File: src/rtl/core/hpl_pkg.sv
package hpl_pkg;

  // result kinds
  localparam logic [1:0] KIND_RECORD = 2'd0;
  localparam logic [1:0] KIND_ACCEPT = 2'd1;
  localparam logic [1:0] KIND_ERROR  = 2'd2;

  // what one accepted item asks for
  typedef enum logic [2:0] {
    EV_NONE,
    EV_FAIL,
    EV_PATCH,
    EV_ACCEPT,
    EV_SILENT
  } hpl_ev_e;

  typedef struct packed {
    logic step;
    logic chk;
    logic scan_en;
    logic emit;
    logic rec_last;
    logic ld_err;
    logic ld_acc;
    logic line_inc;
    logic clear;
  } hpl_cmd_t;

  typedef struct packed {
    hpl_ev_e ev;
    logic    full;
    logic    zero_pairs;
    logic    hit;
    logic    scan_done;
    logic    emit_last;
    logic    out_free;
  } hpl_sts_t;

endpackage

File: src/rtl/core/hpl_ctrl.sv
module hpl_ctrl import hpl_pkg::*; (
  input  logic     clk_i,
  input  logic     rst_ni,
  input  logic     in_valid_i,
  output logic     in_stall_o,
  input  logic     mode_i,
  input  hpl_sts_t sts_i,
  output hpl_cmd_t cmd_o
);

  localparam logic [2:0] S_IDLE   = 3'd0;
  localparam logic [2:0] S_CHECK  = 3'd1;
  localparam logic [2:0] S_SEARCH = 3'd2;
  localparam logic [2:0] S_EMIT   = 3'd3;
  localparam logic [2:0] S_FIN    = 3'd4;
  localparam logic [2:0] S_ACC    = 3'd5;
  localparam logic [2:0] S_FAIL   = 3'd6;

  logic [2:0] state_q, state_d;
  logic       eof_q, eof_d;
  logic       accept;

  assign in_stall_o = !((state_q == S_IDLE) && sts_i.out_free);
  assign accept     = in_valid_i && !in_stall_o;

  always_comb begin
    state_d = state_q;
    eof_d   = eof_q;
    cmd_o   = '0;
    case (state_q)
      S_IDLE: begin
        if (accept) begin
          cmd_o.step = 1'b1;
          case (sts_i.ev)
            EV_FAIL: begin
              cmd_o.ld_err = 1'b1;
              cmd_o.clear  = mode_i;
            end
            EV_ACCEPT: begin
              cmd_o.ld_acc = 1'b1;
              cmd_o.clear  = 1'b1;
            end
            EV_SILENT: cmd_o.clear = 1'b1;
            EV_PATCH: begin
              eof_d   = mode_i;
              state_d = S_CHECK;
            end
            default: ;
          endcase
        end
      end
      S_CHECK: begin
        cmd_o.chk = 1'b1;
        if (sts_i.full) begin
          state_d = S_FAIL;
        end else if (sts_i.zero_pairs) begin
          state_d = S_FIN;
        end else begin
          state_d = S_SEARCH;
        end
      end
      S_SEARCH: begin
        cmd_o.scan_en = 1'b1;
        if (sts_i.hit) begin
          state_d = S_FAIL;
        end else if (sts_i.scan_done) begin
          state_d = S_EMIT;
        end
      end
      S_EMIT: begin
        if (sts_i.out_free) begin
          cmd_o.emit     = 1'b1;
          cmd_o.rec_last = sts_i.emit_last && !eof_q;
          if (sts_i.emit_last) begin
            state_d = S_FIN;
          end
        end
      end
      S_FIN: begin
        if (eof_q) begin
          state_d = S_ACC;
        end else begin
          cmd_o.line_inc = 1'b1;
          state_d        = S_IDLE;
        end
      end
      S_ACC: begin
        if (sts_i.out_free) begin
          cmd_o.ld_acc = 1'b1;
          cmd_o.clear  = 1'b1;
          state_d      = S_IDLE;
        end
      end
      S_FAIL: begin
        if (sts_i.out_free) begin
          cmd_o.ld_err = 1'b1;
          cmd_o.clear  = eof_q;
          state_d      = S_IDLE;
        end
      end
      default: state_d = S_IDLE;
    endcase
  end

  always_ff @(posedge clk_i or negedge rst_ni) begin
    if (!rst_ni) begin
      state_q <= S_IDLE;
      eof_q   <= 1'b0;
    end else begin
      state_q <= state_d;
      eof_q   <= eof_d;
    end
  end

endmodule

File: config.mk
export PLATFORM = sky130hd
export DESIGN_NAME = hpl_ctrl
export DESIGN_NICKNAME = d
export VERILOG_FILES = /design/src/rtl/core/hpl_pkg.sv /design/src/rtl/core/hpl_ctrl.sv
export SDC_FILE = /design/constraint.sdc
export NUM_CORES = 1
export LEC_CHECK = 0
export BUFFER_PORTS_ARGS = -buffer_cell sky130_fd_sc_hd__buf_2
export CORE_AREA = 5 5 42 44
export DETAILED_ROUTE_END_ITERATION = 8
export DIE_AREA = 0 0 47 49
export PLACE_DENSITY_LB_ADDON = 0.08
export SLEW_MARGIN = 20
export SYNTH_ARGS = -nofsm -noshare
export SYNTH_HDL_FRONTEND = slang
export SYNTH_SLANG_ARGS = --single-unit
File: constraint.sdc
create_clock -name clk_i -period 3.6 [get_ports clk_i]
set_input_delay 1.08 -clock clk_i [delete_from_list [all_inputs] [get_ports clk_i]]
set_output_delay 1.08 -clock clk_i [all_outputs]
set_load 0.005 [all_outputs]
==> summary.md, run 1 <==
| Metric | Value |
|---|---|
| RSZ-0062 raised after global routing | false |
| Worst slack, placed | approximately 0.29 ns |
| Worst hold path startpoint | eof_q$_DFFE_PN0P_ |
| Seq. cell area | 100 um^2 |
| R2R Path Start | state_q[0]$_DFFE_PN0P_ |
| Yosys Warn Count | 0 |
| Max Cap Viol | 0 |
| Synthesized Nets | between 70 and 80 |
| Register bit count reported by yosys | 4 |
| Multi-input gate area | between 300 and 400 um^2 |
| CP max stage delay | 0.37 ns |
| PwrDens | 645 mW/mm^2 |
| Static Leak | 0.000280 uW |
| Fin Setup TNS | 0 ns |
| Die Span X | 47 um |
| Final hold vios | 0 |
| Final setup fails | 0 |
| PortBufs | 22 |
| Worst-Margin Slew | approximately 0.56 ns |
| CP endpoint kind | output pin |
| Initial Utilization | 0.337 |
| Routed length per placed instance | 12.0 um |
| Post-synth EDFFs | 0 |
| First-pass GRT wire length | around 2000 um |
| Post-DRT Antenna Nets | 0 |
| Mean post-synth cell area | about 8.1 um^2 |
| Hold buffer count at cts | 0 |
| Crit path max-delay cell type | or3_1 |
| Sequential fraction of the synthesis area | 0.212 |
| Synth area leaders | dfrtp_1, buf_6, a21oi_1, nor2_1, nand2b_1 |
| Final worst path period need | between 3 and 4 ns |
| Cell chain of the critical path | buf_2, nor4b_4, nand2_2, or3_1, a21oi_2, buf_2 |
| Layout area overhead | 22.8% |
| Vias/cell | around 5.1 |
| Core Box Area | 0.00140 mm^2 |
| WP buf/inv | 2 |
| Post-Layout Cell Count | 95 |
| Postcts setup bufs | 0 |
| Largest net degree at the start of global routing | 19 |
| F_max | between 300 and 400 MHz |
| Worst Hold Class | flop to flop |
| Clock Path Buffers | 2 |
| Crit share post-route | 0.917 |
| Max IR drop VDD | 0.442 mV |
| Share of layout cells above drive strength 1 | 0.392 |
| R2R Setup Slk | roughly 1.9 ns |
| Status | finished, final reports clean |
| Netlist Area Pre-Place | between 400 and 500 um^2 |
| Clock sinks | 4 |
| Worst-path fanout max | 7 |
| CP required | around 2.5 ns |
| CTS tree | yes |
| DR vias | 480 |
| First-pass DRT Iterations | 2 |
| DRC errors left | 0 |
| Vias in the first global route | approximately 450 |
| Yosys cell types | 28 |
| Inst Count DP | just over 90 |
| Final wirelength | between 1000 and 1500 um |
| Detailed Place HPWL | 909 um |
| Num CTS Buffers | 3 |
| Leading area contributor after synthesis | dfrtp_1 |
| Critical path arrival | 2.22 ns |
| Clk slew on worst S/H paths | 0.04 ns |
| IO Pins | 23 |
| GPL Wtd Cong | approximately 0.74 |
| 1st-iter DRT viols | 13 |
| Later-pin clock latency in the skew report | between 0.2 and 0.25 ns |
| Antenna violations before repair | 0 |
| Die area | 0.00230 mm^2 |
| All-layer global routing usage | 0.118 |
| Post-Syn Instances | 58 |
| Total congestion overflow | 0 |
| H-tree depth | 1 |
| Slew Viols, Final | 0 |
| Nets | 94 |
| Cts repair resizes | 0 |
| Relative slew slack | 0.624 |
| Crit path launch | sts_i[0] |
| Top FF cell, synth | dfrtp_1 |
| Post-synth top area share | 0.212 |
| Fillers | 163 |
| Crit Path Category | input pin to output pin |
| FP Rows | 14 |
| Final worst slack | ~0.3 ns |
| Startpoint Class | input pin |
| Crit-path leading delay family | simple AND/OR/NAND/NOR gates |
| Final antenna diode count | 0 |
| Skew final | about 0.0033 ns |
| Die Y-Extent | just under 50 um |
| Clk Tree Root Cell | clkbuf_4 |
| Most used cell, CP | buf_2 |
| Asr flop ratio synth | 1.00 |
==> worst register-to-register path, delay by kind of cell (launching register included) <==
family / cells / cell delay [ns]
AO/OA/AOI/OAI: 2 / 0.36
multiplexers: 1 / 0.33
flip-flops: 1 / 0.69
XOR/XNOR: 1 / 0.23
==> logic make-up after synthesis <==
| kind of cell | after synthesis | share of synthesized area |
|---|---|---|
| compound gates | 19 | 0.263 |
| xor+xnor | 1 | 0.0186 |
| buf+inv | 7 | 0.119 |
| flops | 4 | 0.212 |
| mux | 2 | 0.0557 |
| simple gates | 25 | 0.332 |
==> metrics by stage <==
stage          total power, uW  area, um^2  utilization  hold WS [ns]
2_1_floorplan              292         472            -         0.546
3_3_place_gp               327         557        0.397         0.638
3_5_place_dp               320         557        0.397         0.618
4_1_cts                    382         579        0.413         0.628
5_1_grt                    419         579        0.413         0.628
6_report                   373         579        0.413         0.613
==> registers in the layout, summed over array words and instances (netlist names) <==
name and flops:
eof_q 1, state_q 3
==> cell usage after synthesis, drive strengths merged, types with 2 or more instances <==
cell,instances
a21oi,9
nor2,7
buf,4
dfrtp,4
nand2b,4
inv,3
o22ai,3
a211oi,2
mux2,2
nand2,2
nand3,2
nor2b,2
nor3b,2
o21ai,2
==> final timing paths <==
kind / end / cells after the start
worst max-delay path: cmd_o[3] / 6
worst min-delay path: eof_q$_DFFE_PN0P_ / 1
worst max register to register: state_q[0]$_DFFE_PN0P_ / 4
worst min register to register: eof_q$_DFFE_PN0P_ / 1
max in group asynchronous: state_q[2]$_DFFE_PN0P_ / 1
min in group asynchronous: eof_q$_DFFE_PN0P_ / 1
==> placed cells by master, fill, tap and decap left out, drive strengths merged <==
cell type  netlist  final
a211oi           2      2
a21oi            9      9
a22o             1      1
a32o             1      1
and2             1      1
and3             1      1
and3b            1      1
buf              4     22
clkbuf           0      3
dfrtp            4      4
inv              3      3
mux2             2      2
nand2            2      2
nand2b           4      4
nand3            2      2
nor2             7      7
nor2b            2      2
nor3             1      1
nor3b            2      2
nor4b            1      1
o21ai            2      2
o22ai            3      3
o31ai            1      1
or3              1      1
xnor2            1      1
==> area by class of cell <==
cell class,instances,share of cell area
Timing Repair Buffer,22,0.190
Multi-Input combinational cell,47,0.544
Tap cell,16,0.0346
Sequential cell,4,0.173
Clock buffer,3,0.0389
Inverter,3,0.0194
==> where the power goes <==
group	switching, uW	internal (uW)
Combinational	87.2	103
Clock	18.7	37.3
Sequential	62.6	64.2
==> per-layer routing <==
metal | track usage | routed length [um]
met5 | 0 | 0
met4 | 0.0968 | 38
met3 | 0.0111 | 65
met2 | 0.158 | 525
met1 | 0.163 | 508
Note: power is estimated with default switching activity, not from simulation.
==> run 2, diff against run 1 <==
- clock period: 3.6 -> 3.03 ns (I/O delays scaled with it)
==> run 2 against run 1 <==
  * Combinational power grew 61%
  * Total power up 28%
  * Utilization rose by 2.7 points
  * Final area grew 6.5%
  * Sequential share of layout area shrank 1.1 points
  * Register-to-register slack lost 0.45 ns
  * Non-clock buffer count rose by 5
  * Worst setup slack worse by 0.10 ns
  * Clock power grew 17%
  * Sequential cell count unchanged
==> summary.md, run 2 (synthesis gave the netlist of run 1 again) <==
| Metric | Value |
|---|---|
| Crit-path leading delay family | simple AND/OR/NAND/NOR gates (unchanged) |
| Final worst path period need | about 2.8 ns |
| 1st-iter DRT viols | 6 (was 13) |
| F_max | between 300 and 400 MHz |
| Share of layout cells above drive strength 1 | 0.429 (was 0.392) |
| Core Box Area | 0.00140 mm^2 (unchanged) |
| Crit share post-route | 0.935 |
| Final setup fails | 0 (unchanged) |
| Multi-input gate area | 315 um^2 (unchanged) |
| Relative slew slack | 0.808 (was 0.624) |
| Nets | 99 (was 94) |
| First-pass GRT wire length | 1950 um (was 1960 um) |
| Critical R2R Capture | state_q[0]$_DFFE_PN0P_ (unchanged) |
| Largest registers | state_q (3), eof_q (1) (unchanged) |
| Total congestion overflow | 0 (unchanged) |
| Max IR drop VDD | 0.441 mV (was 0.442 mV) |
| CP required | 2.12 ns (was 2.52 ns) |
| Crit Path Category | input pin to output pin (unchanged) |
| Die Span X | 47 um (unchanged) |
| R2R Path Start | state_q[0]$_DFFE_PN0P_ (unchanged) |
| Clock sinks | 4 (unchanged) |
| Pwr Total | 477 uW (was 373 uW) |
| Seq. cell area | 100 um^2 (unchanged) |
| Layout area overhead | 30.8% (was 22.8%) |
| DR vias | 507 (was 480) |
| Fin Setup TNS | 0 ns (unchanged) |
| Clock Path Buffers | 2 (unchanged) |
| GPL Wtd Cong | 0.710 (was 0.740) |
| Cts repair resizes | 0 (unchanged) |
| Largest net degree at the start of global routing | 18 (was 19) |
| CP endpoint kind | output pin (unchanged) |
| R2R Setup Slk | 1.41 ns (was 1.86 ns) |
| CTS tree | yes (unchanged) |
| Vias in the first global route | 481 (was 452) |
| Critical path arrival | 1.92 ns (was 2.22 ns) |
| Largest register FFs | 3 (unchanged) |
| Cells on worst reg2reg path | 5 (was 4) |
| Die Y-Extent | 49 um (unchanged) |
| Post-DRT Antenna Nets | 0 (unchanged) |
| Clk Tree Root Cell | clkbuf_4 (unchanged) |
| Postcts setup bufs | 0 (unchanged) |
| First-pass DRT Iterations | 4 (was 2) |
| Most used cell, CP | buf_2 (unchanged) |
| IO Pins | 23 (unchanged) |
| Startpoint Class | input pin (unchanged) |
| Hold buffer count at cts | 0 (unchanged) |
| Detailed Place HPWL | 965 um (was 909 um) |
| Most flop-heavy register | state_q (unchanged) |
| Crit path max-delay cell type | or3_1 (unchanged) |
| Num CTS Buffers | 3 (unchanged) |
| Later-pin clock latency in the skew report | 0.24 ns (about the same) |
| PwrDens | 773 mW/mm^2 (was 645 mW/mm^2) |
| Worst-Margin Slew | 0.288 ns (was 0.564 ns) |
| Max Cap Viol | 0 (unchanged) |
| Most common cell after layout, fill and taps aside | buf_2 (unchanged) |
| Antenna violations before repair | 0 (unchanged) |
| RSZ-0062 raised after global routing | false (unchanged) |
| DRC errors left | 0 (unchanged) |
| Initial Utilization | 0.337 (unchanged) |
| All-layer global routing usage | 0.119 (was 0.118) |
| Worst Hold Class | input pin to asynchronous set/reset pin (was flop to flop) |
| Static Leak | 0.000306 uW (was 0.000280 uW) |
| PortBufs | 22 (unchanged) |
| Final wirelength | 1180 um (was 1140 um) |
| Status | finished, final reports clean (unchanged) |
| WP buf/inv | 2 (unchanged) |
| Cell chain of the critical path | buf_2, nor4b_4, nand2_2, or3_1, a21oi_2, buf_2 (unchanged) |
| FP Rows | 14 (unchanged) |
| H-tree depth | 1 (unchanged) |
| Worst-path fanout max | 4 (was 7) |
| Skew final | 0.00207 ns (was 0.00334 ns) |
| Most frequent cells in the layout | buf_2, a21oi_1, nor2_1 (unchanged) |
| Clk slew on worst S/H paths | 0.04 ns (about the same) |
| Final antenna diode count | 0 (unchanged) |
| Slew Viols, Final | 0 (unchanged) |
| CP max stage delay | 0.36 ns (was 0.37 ns) |
| Final hold vios | 0 (unchanged) |
| Fillers | 163 (unchanged) |
| Die area | 0.00230 mm^2 (unchanged) |
| Routed length per placed instance | 11.8 um (was 12.0 um) |
| Vias/cell | 5.07 (was 5.05) |
run 2: report_power, final:
part / leakage (uW) / switching [uW] / total (uW) / internal [uW]
logic: 0.000240 / 158 / 307 / 149
registers: 0.0000516 / 26.7 / 104 / 77.3
clock network: 0.0000138 / 21.6 / 65.9 / 44.3
run 2: worst max-delay path by stage:
stage,startpoint,endpoint,depth (start not counted)
6_report,sts_i[0],cmd_o[3],6
5_1_grt,sts_i[0],cmd_o[3],6
4_1_cts,sts_i[0],cmd_o[3],6
3_5_place_dp,sts_i[0],cmd_o[3],6
3_3_place_gp,sts_i[0],cmd_o[3],6
2_1_floorplan,sts_i[0],cmd_o[3],4
run 2: metal layers:
| metal | track usage | share of wire | routed length [um] | up-vias |
|---|---|---|---|---|
| met1 | 0.142 | 0.42 | 489 | 221 |
| met3 | 0.0258 | 0.075 | 88 | 7 |
| met4 | 0.115 | 0.048 | 57 | 0 |
| met2 | 0.163 | 0.46 | 541 | 17 |
| li1 | - | - | - | 262 |
| met5 | 0 | 0 | 0 | - |
run 2: layout make-up:
class / count / share of cell area
repair buffers: 27 / 0.239
clock buffers: 3 / 0.0365
multi-input cells: 47 / 0.511
inverters: 3 / 0.0183
flip-flops and latches: 4 / 0.162
well taps: 16 / 0.0325
run 2: worst reg2reg max path, cell delays in order, from the launching register on:
cell	delay (ns)
dfrtp_1	0.39
buf_4	0.20
xnor2_1	0.21
a211oi_2	0.10
a21oi_1	0.25
mux2_4	0.34
run 2: metrics by stage:
stage	setup slack, ns	area (um^2)	hold slack, ns	utilization	cells
2_1_floorplan	0.406	472	0.546	-	58
3_3_place_gp	0.181	594	0.643	0.424	97
3_5_place_dp	0.185	594	0.639	0.424	97
4_1_cts	0.180	617	0.458	0.440	100
5_1_grt	0.106	617	0.460	0.440	100
6_report	0.196	617	0.467	0.440	100
==> run 3, diff against run 2 <==
- SETUP_SLACK_MARGIN: unset -> 0.2
==> run 3 against run 2 <==
  * Worst hold slack about the same
  * Largest cell class unchanged
  * Global-route usage is 0.14 points higher
  * Critical path depth stayed put
  * Clock power barely moved
  * Sequential share of layout area shrank 0.39 points
  * Sequential power hardly changed
==> summary.md, run 3 (synthesis gave the netlist of run 1 again) <==
| Metric | Value |
|---|---|
| Later-pin clock latency in the skew report | 0.24 ns (about the same) |
| PortBufs | 22 (unchanged) |
| Clk Tree Root Cell | clkbuf_4 (unchanged) |
| Max layer used | met4 (unchanged) |
| Core Box Area | 0.00140 mm^2 (unchanged) |
| H-tree depth | 1 (unchanged) |
| Max IR drop VDD | 0.443 mV (was 0.441 mV) |
| RSZ-0062 raised after global routing | true (was false) |
| Worst Hold Class | input pin to asynchronous set/reset pin (unchanged) |
| CP endpoint kind | output pin (unchanged) |
| Status | finished, final reports clean (unchanged) |
| Die Span X | 47 um (unchanged) |
| Seq. cell area | 100 um^2 (unchanged) |
| Cells on worst reg2reg path | 5 (unchanged) |
| Number of cells on the critical path | 6 (unchanged) |
| First-pass GRT wire length | 1990 um (was 1950 um) |
| Vias/cell | 5.01 (was 5.07) |
| Final antenna diode count | 0 (unchanged) |
| 1st-iter DRT viols | 4 (was 6) |
| Detailed Place HPWL | 965 um (unchanged) |
| Most used cell, CP | buf_2 (unchanged) |
| Relative slew slack | 0.807 (was 0.808) |
| WP buf/inv | 2 (unchanged) |
| Initial Utilization | 0.337 (unchanged) |
| Placed cell areas | 594 um^2 (unchanged) |
| Num CTS Buffers | 3 (unchanged) |
| Static Leak | 0.000315 uW (was 0.000306 uW) |
| Share of layout cells above drive strength 1 | 0.442 (was 0.429) |
| Multi-input gate area | 315 um^2 (unchanged) |
| PwrDens | 772 mW/mm^2 (was 773 mW/mm^2) |
| Met1 WL | 502 um (was 489 um) |
| Critical path arrival | 1.88 ns (was 1.92 ns) |
| Final hold vios | 0 (unchanged) |
| Vias in the first global route | 494 (was 481) |
| Crit share post-route | 0.919 (was 0.935) |
| Most frequent cells in the layout | buf_2, a21oi_1, nor2_1, buf_4 (was buf_2, a21oi_1, nor2_1) |
| Most common cell after layout, fill and taps aside | buf_2 (unchanged) |
| Cell chain of the critical path | buf_2, nor4b_4, nand2_2, or3_1, a21oi_2, buf_2 (unchanged) |
| Crit Path Category | input pin to output pin (unchanged) |
| Final core utilization | 0.451 (was 0.440) |
| Largest register FFs | 3 (unchanged) |
| Final hold slack | 0.467 ns (about the same) |
| Met2 wire len | 551 um (was 541 um) |
| DR vias | 511 (was 507) |
| Slew Viols, Final | 0 (unchanged) |
| Final setup fails | 0 (unchanged) |
| Largest net degree at the start of global routing | 18 (unchanged) |
| Crit path launch | sts_i[0] (unchanged) |
| R2R Setup Slk | 1.41 ns (about the same) |
| IO Pins | 23 (unchanged) |
| Worst-Margin Slew | 0.290 ns (was 0.288 ns) |
| All-layer global routing usage | 0.120 (was 0.119) |
| Metal3 WL | 88 um (unchanged) |
| F_max | 359 MHz (was 353 MHz) |
| CP max stage delay | 0.36 ns (about the same) |
| Cts repair resizes | 0 (unchanged) |
| Final wirelength | 1200 um (was 1180 um) |
| Critical Path End | cmd_o[3] (unchanged) |
| First-pass DRT Iterations | 4 (unchanged) |
| DRC errors left | 0 (unchanged) |
| Clock sinks | 4 (unchanged) |
| GPL Wtd Cong | 0.710 (unchanged) |
| Die Y-Extent | 49 um (unchanged) |
| Nets | 101 (was 99) |
| Fillers | 165 (was 163) |
| R2R Path Start | state_q[0]$_DFFE_PN0P_ (unchanged) |
| Die area | 0.00230 mm^2 (unchanged) |
| Fin Setup TNS | 0 ns (unchanged) |
| Pwr Total | 488 uW (was 477 uW) |
| Clock Path Buffers | 2 (unchanged) |
| CP required | 2.12 ns (about the same) |
| CTS tree | yes (unchanged) |
| Skew final | 0.00221 ns (was 0.00207 ns) |
| Crit path max-delay cell type | or3_1 (unchanged) |
| Clk slew on worst S/H paths | 0.04 ns (about the same) |
| Startpoint Class | input pin (unchanged) |
| Total congestion overflow | 0 (unchanged) |
| Crit-path leading delay family | simple AND/OR/NAND/NOR gates (unchanged) |
| Post-DRT Antenna Nets | 0 (unchanged) |
| Worst-path fanout max | 2 (was 4) |
| Layout area overhead | 34.0% (was 30.8%) |
| Most flop-heavy register | state_q (unchanged) |
| Final worst path period need | 2.79 ns (was 2.83 ns) |
| Largest registers | state_q (3), eof_q (1) (unchanged) |
| Design Area, Final | 632 um^2 (was 617 um^2) |
| Antenna violations before repair | 0 (unchanged) |
| FP Rows | 14 (unchanged) |
| Routed length per placed instance | 11.8 um (about the same) |
| Max Cap Viol | 0 (unchanged) |
| Critical R2R Capture | state_q[0]$_DFFE_PN0P_ (unchanged) |
[run 3: cell types whose count changed in the layout (fill, tap and decap cells not counted)]
cell   delta
buf_4     +2
[run 3: area by class of cell]
| cell class | instances | area share |
|---|---|---|
| inverters | 3 | 0.0178 |
| repair buffers | 29 | 0.257 |
| flip-flops and latches | 4 | 0.158 |
| clock buffers | 3 | 0.0356 |
| multi-input cells | 47 | 0.499 |
| well taps | 16 | 0.0317 |
[run 3: how the worst min path moves through the flow]
stage / end / slack, ns
after floorplan: eof_q$_DFFE_PN0P_ / 0.55
after global placement: eof_q$_DFFE_PN0P_ / 0.64
after detailed placement: eof_q$_DFFE_PN0P_ / 0.64
after CTS: eof_q$_DFFE_PN0P_ / 0.46
after global routing: state_q[2]$_DFFE_PN0P_ / 0.46
final: eof_q$_DFFE_PN0P_ / 0.47
[run 3: through the flow]
stage          std cells  worst slack, ns
5_1_grt              102            0.155
3_3_place_gp          97            0.181
4_1_cts              102            0.226
3_5_place_dp          97            0.185
2_1_floorplan         58            0.406
6_report             102            0.244
[run 3: worst reg2reg max path: stages, from the launching register on]
cell      delay, ns
dfrtp_1        0.39
buf_4          0.20
xnor2_1        0.21
a211oi_2       0.10
a21oi_1        0.26
mux2_4         0.34
[run 3: routing by layer]
layer / track usage / up-vias
met5: 0 / -
li1: - / 268
met4: 0.115 / 0
met1: 0.142 / 219
met3: 0.0258 / 7
met2: 0.167 / 17
[run 3: what timing repair did]
action / 4_1_cts / 5_1_grt
buffers inserted: 2 / 0
endpoints found under the setup margin: 1 / 1
hold buffers: 0 / 0
pin swaps: 1 / 0
[run 3: report_power, final]
part           switching [uW]  internal (uW)  leakage [uW]
clock                    21.7           44.3     0.0000138
combinational             161            157      0.000250
sequential               26.8           77.3     0.0000516
